===== src/design/frm_pkg.sv =====
// shared types and constants for the fraction reduction block
package frm_pkg;

    // width of the sideband that flags a zero denominator
    localparam int USER_W = 1;

    // which of the three divisions the shared divider is running
    typedef enum logic [1:0] {
        P_RN,
        P_RD,
        P_Q
    } t_pass;

endpackage


===== src/design/fraction_reduce_mixed.sv =====
// fraction reduction to lowest terms with whole part and remainder split
//
//  channel   dir  payload (low bits first)                                  sideband
//  s_axis    in   tdata: numerator, denominator, zero pad                    -
//  m_axis    out  tdata: reduced_numerator, reduced_denominator,             tuser: div_error
//                        whole_part, remainder_numerator, zero pad
//
// one fraction at a time: s_axis_tready is high only while the block is idle
// sequence: accept, pull out the common power of two, binary gcd, put the power of two
//   back, three divisions (reduced numerator, reduced denominator, whole part) through
//   one shared subtractor, 3 sign steps, output; a zero denominator goes straight to output
// a stalled result holds on m_axis and keeps the block from taking input
// reset (i_rst_n low, synchronous) returns the sequencer to idle with no result
module fraction_reduce_mixed
    import frm_pkg::*;
#(
    parameter int WIDTH = 32,
    localparam int IN_W = ((2 * WIDTH - 1 + 7) / 8) * 8,
    localparam int OUT_W = ((4 * WIDTH - 1 + 7) / 8) * 8
) (
    input  logic              i_clk,
    input  logic              i_rst_n,
    // slave side: numerator, denominator
    input  logic              s_axis_tvalid,
    output logic              s_axis_tready,
    input  logic [IN_W-1:0]   s_axis_tdata,   // numerator, denominator, pad
    // master side: one result transaction per fraction
    output logic              m_axis_tvalid,
    input  logic              m_axis_tready,
    output logic [OUT_W-1:0]  m_axis_tdata,   // reduced_numerator, reduced_denominator,
                                              // whole_part, remainder_numerator, pad
    output logic [USER_W-1:0] m_axis_tuser    // div_error
);

    localparam int CW = $clog2(WIDTH);

    typedef enum logic [3:0] {
        S_IDLE,
        S_GCD_EVEN,
        S_GCD_RED,
        S_GCD_FIX,
        S_DIV,
        S_SIGN_N,
        S_SIGN_Q,
        S_SIGN_R,
        S_OUT
    } t_state;

    t_state           r_state;
    t_pass            r_pass;
    logic             r_neg;
    logic             r_err;
    logic [WIDTH-1:0] r_a;      // gcd working operand
    logic [WIDTH-1:0] r_b;      // gcd working operand, then the gcd itself
    logic [CW-1:0]    r_k;      // common power of two pulled out of both
    logic [CW-1:0]    r_cnt;    // division step counter
    logic [WIDTH-1:0] r_rn;     // magnitude, then reduced numerator
    logic [WIDTH-2:0] r_rd;     // denominator, then reduced denominator
    logic [WIDTH-1:0] r_quo;    // dividend shifting out, quotient shifting in
    logic [WIDTH-1:0] r_rem;    // partial remainder

    logic [WIDTH-1:0] in_num;
    logic [WIDTH-2:0] in_den;
    logic [WIDTH-1:0] divisor;

    // the shared subtractor: negation, gcd difference and trial subtract
    logic [WIDTH:0]   op_a;
    logic [WIDTH:0]   op_b;
    logic [WIDTH+1:0] diff;
    logic             borrow;

    logic [WIDTH-1:0] quo_next;
    logic [WIDTH-1:0] rem_next;

    assign in_num = s_axis_tdata[WIDTH-1:0];
    assign in_den = s_axis_tdata[2*WIDTH-2:WIDTH];

    // gcd divides both inputs; the final division uses the reduced denominator
    assign divisor = (r_pass == P_Q) ? {1'b0, r_rd} : r_b;

    always_comb begin
        op_a = '0;
        op_b = '0;
        unique case (r_state)
            S_IDLE: begin
                op_b = {1'b0, in_num};
            end
            S_GCD_RED: begin
                op_a = {1'b0, r_a};
                op_b = {1'b0, r_b};
            end
            S_DIV: begin
                op_a = {r_rem, r_quo[WIDTH-1]};
                op_b = {1'b0, divisor};
            end
            S_SIGN_N: begin
                op_b = {1'b0, r_rn};
            end
            S_SIGN_Q: begin
                op_b = {1'b0, r_quo};
            end
            S_SIGN_R: begin
                op_b = {1'b0, r_rem};
            end
            default: begin
                op_a = '0;
                op_b = '0;
            end
        endcase
    end

    assign diff   = {1'b0, op_a} - {1'b0, op_b};
    assign borrow = diff[WIDTH+1];

    // one restoring division step
    // partial remainder stays below the divisor, so the trial fits WIDTH bits
    assign rem_next = borrow ? op_a[WIDTH-1:0] : diff[WIDTH-1:0];
    assign quo_next = {r_quo[WIDTH-2:0], ~borrow};

    always_ff @(posedge i_clk) begin
        if (!i_rst_n) begin
            r_state <= S_IDLE;
            r_pass  <= P_RN;
        end else begin
            unique case (r_state)
                S_IDLE: begin
                    if (s_axis_tvalid) begin
                        r_neg <= in_num[WIDTH-1];
                        r_k   <= '0;
                        if (in_den == '0) begin
                            // zero denominator: flag it, all fields zero
                            r_err   <= 1'b1;
                            r_rn    <= '0;
                            r_rd    <= '0;
                            r_quo   <= '0;
                            r_rem   <= '0;
                            r_state <= S_OUT;
                        end else begin
                            // magnitude; the most negative value comes out exact
                            r_err   <= 1'b0;
                            r_a     <= in_num[WIDTH-1] ? diff[WIDTH-1:0] : in_num;
                            r_rn    <= in_num[WIDTH-1] ? diff[WIDTH-1:0] : in_num;
                            r_b     <= {1'b0, in_den};
                            r_rd    <= in_den;
                            r_state <= S_GCD_EVEN;
                        end
                    end
                end
                S_GCD_EVEN: begin
                    // strip factors of two common to both operands
                    if (r_a == '0) begin
                        r_state <= S_GCD_FIX;
                    end else if (!r_a[0] && !r_b[0]) begin
                        r_a <= r_a >> 1;
                        r_b <= r_b >> 1;
                        r_k <= r_k + 1'b1;
                    end else begin
                        r_state <= S_GCD_RED;
                    end
                end
                S_GCD_RED: begin
                    // binary gcd: drop lone twos, subtract the smaller odd value
                    if (r_a == '0) begin
                        r_state <= S_GCD_FIX;
                    end else if (!r_a[0]) begin
                        r_a <= r_a >> 1;
                    end else if (!r_b[0]) begin
                        r_b <= r_b >> 1;
                    end else if (borrow) begin
                        r_a <= r_b;
                        r_b <= r_a;
                    end else begin
                        r_a <= diff[WIDTH-1:0];
                    end
                end
                S_GCD_FIX: begin
                    // put the common power of two back into the gcd
                    if (r_k != '0) begin
                        r_b <= r_b << 1;
                        r_k <= r_k - 1'b1;
                    end else begin
                        r_pass  <= P_RN;
                        r_quo   <= r_rn;
                        r_rem   <= '0;
                        r_cnt   <= CW'(WIDTH - 1);
                        r_state <= S_DIV;
                    end
                end
                S_DIV: begin
                    if (r_cnt != '0) begin
                        r_quo <= quo_next;
                        r_rem <= rem_next;
                        r_cnt <= r_cnt - 1'b1;
                    end else begin
                        r_cnt <= CW'(WIDTH - 1);
                        case (r_pass)
                            P_RN: begin
                                r_rn   <= quo_next;
                                r_quo  <= {1'b0, r_rd};
                                r_rem  <= '0;
                                r_pass <= P_RD;
                            end
                            P_RD: begin
                                r_rd   <= quo_next[WIDTH-2:0];
                                r_quo  <= r_rn;
                                r_rem  <= '0;
                                r_pass <= P_Q;
                            end
                            default: begin
                                r_quo   <= quo_next;
                                r_rem   <= rem_next;
                                r_pass  <= P_RN;
                                r_state <= S_SIGN_N;
                            end
                        endcase
                    end
                end
                S_SIGN_N: begin
                    if (r_neg) begin
                        r_rn <= diff[WIDTH-1:0];
                    end
                    r_state <= S_SIGN_Q;
                end
                S_SIGN_Q: begin
                    if (r_neg) begin
                        r_quo <= diff[WIDTH-1:0];
                    end
                    r_state <= S_SIGN_R;
                end
                S_SIGN_R: begin
                    if (r_neg) begin
                        r_rem <= diff[WIDTH-1:0];
                    end
                    r_state <= S_OUT;
                end
                S_OUT: begin
                    if (m_axis_tready) begin
                        r_state <= S_IDLE;
                    end
                end
                default: begin
                    r_state <= S_IDLE;
                end
            endcase
        end
    end

    assign s_axis_tready = (r_state == S_IDLE);
    assign m_axis_tvalid = (r_state == S_OUT);
    assign m_axis_tdata  = OUT_W'({r_rem, r_quo, r_rd, r_rn});
    assign m_axis_tuser  = USER_W'(r_err);

endmodule


===== config.mk =====
export PLATFORM = sky130hd
export DESIGN_NAME = fraction_reduce_mixed
export DESIGN_NICKNAME = d
export VERILOG_FILES = /design/src/design/frm_pkg.sv /design/src/design/fraction_reduce_mixed.sv
export SDC_FILE = /design/constraint.sdc
export NUM_CORES = 1
export LEC_CHECK = 0
export BUFFER_PORTS_ARGS = -buffer_cell sky130_fd_sc_hd__buf_2
export CORE_MARGIN = 2
export CORE_UTILIZATION = 45
export DETAILED_ROUTE_END_ITERATION = 6
export PLACE_DENSITY = 0.64
export REMOVE_ABC_BUFFERS = 1
export SLEW_MARGIN = 10
export SYNTH_ARGS = -nofsm -noshare
export SYNTH_HDL_FRONTEND = slang
export SYNTH_SLANG_ARGS = --single-unit

===== constraint.sdc =====
create_clock -name i_clk -period 13.3 [get_ports i_clk]
set_input_delay 0.665 -clock i_clk [delete_from_list [all_inputs] [get_ports i_clk]]
set_output_delay 0.665 -clock i_clk [all_outputs]
set_load 0.02 [all_outputs]

==> key figures <==
Pwr
  – Pint: 2.37 mW
  – Sw Ratio: 0.471
  – Psw: 2.12 mW
  – Cell Pwr Density: 266 nW/um^2
  – Pleak: 6.47 nW
  – Sequential Power Share: 0.290
  – Worst VDD drop: 0.171 mV
  – Clock share of power: 0.184
  – Combinational share of power: 0.526

CTS
  – Hold Buf Count CTS: 0
  – CTS H-tree lvls: 1
  – TritonCTS clock tree: yes
  – Skew-Pair Late Insertion Delay: 0.55 ns
  – Cts bufs inserted: 27
  – Clk root buf: clkbuf_16
  – Post-cts resize count: 0
  – Clock sinks: 209
  – Clock Pin Slew Worst Setup and Hold Paths: 0.06 ns
  – Postcts setup bufs: 0
  – Maximum root-to-sink buffer count: 3

Cells and area
  – Total Nets Final: 1821
  – Fillers: 2989
  – Layout cells sized above 1: 0.195
  – Commonest non-fill, non-tap cell in the layout: nand2_1
  – Most frequent cells in the layout: 273 x nand2_1, 203 x edfxtp_1, 196 x buf_2, 113 x a21oi_1, 93 x nor2_1
  – N_diodes: 0
  – Area Overhead vs Synth: 15.7%
  – Final Util: 0.533

Timing
  – Fin Clk Skew: 0.0102 ns
  – Slew HR: 0.126
  – RSZ-0062 raised after global routing: false
  – Final hold violations: 0
  – Fin crit share: 0.562
  – Slew Viols, Final: 0
  – Setup violators final: 0
  – Pin slew with the least headroom to its limit: 1.31 ns
  – Setup tns final: 0 ns
  – Fmax: 134 MHz
  – Tmin final: 7.47 ns

Floorplanning
  – Die Ht: 184 um
  – Die width: 184 um
  – Die footprint: 33900 um^2
  – Core area: 31700 um^2
  – Num ports: 199
  – Row Count: 65
  – Initial Util: 0.460

Worst setup path
  – Crit-path max cell delay: 1.10 ns
  – WS Path Type: reg -> reg
  – Family with the most delay on the worst path: compound AO/OA/AOI/OAI gates
  – Data arrival, critical path: 7.69 ns
  – Startpoint types: flip-flop
  – R2R cell count: 15
  – Critical path's most frequent cell: a21oi_1
  – Worst path bufs/invs: 2
  – Crit-path slowest cell: a21oi_4
  – CP Capture Type: flip-flop
  – Max Fanout on Critical Path: 32
  – Critical Path RT: 13.52 ns
  – Worst path cell trace: or4_1, clkinv_1, buf_4, a222oi_1, nand2_1, a221oi_1, ha_1, a21oi_1, o211ai_1, a21oi_1, a2bb2oi_1, and2_1, nand2_8, a21oi_4, o22ai_1
  – Stages on worst setup path: 15

Logic synthesis
  – Synth unique cells: 93
  – Synth Flop Type: edfxtp_1
  – Syn Std Cell Area: 14600 um^2
  – Register bit total from synthesis: 209
  – Average size of a mapped cell: 9.24 um^2
  – Top cells by area, synth: edfxtp_1 42%, nand2_1 7.0%, a222oi_1 4.0%
  – Ys async rst share: 0
  – Number of flops mapped to enable cells by yosys: 203
  – Area share of the largest cell type after synthesis: 0.418
  – Cell taking the most area after synthesis: edfxtp_1
  – Gate Count Post-Synth: 1580
  – Ys Warns: 0
  – Sequential fraction of the synthesis area: 0.426

Place
  – Gpl congestion: 0.939
  – DP HPWL: 39100 um
  – Number of port buffers: 196

Job
  – Max-Cap Viols: 0

Drt
  – DRT Pass-1 Iters: 7
  – Routed WL per cell: 27.9 um
  – DR vias/cell: 7.03
  – Via count: 15000
  – Initial DRC Count: 2587
  – Routed WL: 59700 um
  – Antenna Violating Nets Remaining: 0
  – DRC violations left: 0

Global routing
  – Initial antenna violation count: 0
  – GRT Total Usage: 0.345
  – Remaining global-route overflow: 0
  – Number of global-route vias before repair: 14800
  – Global-route wire length before repair: 89000 um
  – Largest net degree at the start of global routing: 64

Outcome
  – Status: completed

Worst hold path
  – Worst hold path class: in -> reg
  – Min-Delay Path Depth: 2
stage by stage:
step	power, mW	setup slack, ns	instance area, um^2	hold slack, ns	std cells
6_report	4.49	5.83	16900	0.403	2136
5_1_grt	4.71	5.65	16900	0.417	2136
4_1_cts	4.42	6.21	16900	0.393	2136
3_5_place_dp	3.59	6.25	15900	0.548	2088
3_3_place_gp	3.55	6.29	15900	0.517	2088
2_1_floorplan	2.79	5.31	14000	0.479	1455
power groups by stage:
| stage | Clock [mW] | Combinational (mW) | Sequential [mW] |
|---|---|---|---|
| detailed placement | 0 | 2.29 | 1.30 |
| floorplan | 0 | 1.45 | 1.34 |
| global route | 0.846 | 2.54 | 1.32 |
| finish | 0.826 | 2.36 | 1.30 |
| global placement | 0 | 2.25 | 1.30 |
| CTS | 0.826 | 2.30 | 1.29 |
final cells by class:
class / instances / area, um^2 / share of cell area
Clock buffer: 34 / 702 / 0.0416
Multi-Input combinational cell: 1222 / 7870 / 0.466
Tap cell: 402 / 503 / 0.0298
Sequential cell: 209 / 6220 / 0.368
Timing Repair Buffer: 231 / 1240 / 0.0736
Clock inverter: 14 / 268 / 0.0159
Inverter: 24 / 90.1 / 0.00533
per-layer routing:
metal,GRT usage,part of all wire,vias up
li1,-,-,6500
met1,0.460,0.39,7188
met2,0.553,0.45,1161
met3,0.0790,0.13,162
met4,0.119,0.035,0
met5,0,0,-
sequential cells by signal (all words and copies together) (netlist names):
name	cells
r_a	32
m_axis_tuser	1
r_rd	31
r_cnt	5
r_state	4
r_neg	1
r_b	32
r_pass	2
r_rn	32
r_quo	32
r_rem	32
r_k	5
Yosys cell counts (8+ instances only):
cell	number
a31oi_1	14
o22ai_1	10
o211ai_1	11
mux2i_1	20
a222oi_1	58
o21ai_0	65
ha_1	36
buf_2	15
o21a_1	12
and2_1	9
a22o_1	31
inv_1	22
edfxtp_1	203
nand2b_1	10
a21oi_1	115
a21o_1	26
nor4_1	20
nand4_1	11
a22oi_1	10
nand2_1	273
clkbuf_1	93
xor2_1	14
o21ai_1	37
and3_1	14
buf_1	8
o221ai_1	38
nor2_1	99
a221oi_1	61
nand3_1	61
nor3_1	20
o31ai_1	8
xnor2_1	16
nor2b_1	10
final timing paths:
path | startpoint | slack (ns) | to
worst max-delay path | r_state[2] | 5.83 | r_rem[0]
worst min-delay path | i_rst_n | 0.40 | r_state[3]
worst max register to register | r_state[2] | 5.83 | r_rem[0]
worst min register to register | r_pass[1] | 0.55 | r_pass[1]
cell families (layout without fill, tap and decap cells):
kind of cell	after synthesis	after routing	share of synthesized area
muxes	23	23	0.0160
other	1	1	0.000257
DFF	209	209	0.426
adders and majority gates	38	38	0.0336
AOI/OAI and AO/OA	562	562	0.282
xor gates and xnor gates	30	30	0.0180
and+or+nand+nor	568	568	0.180
buffers and inverters	149	303	0.0443
Power figures use the tool's default switching activity.
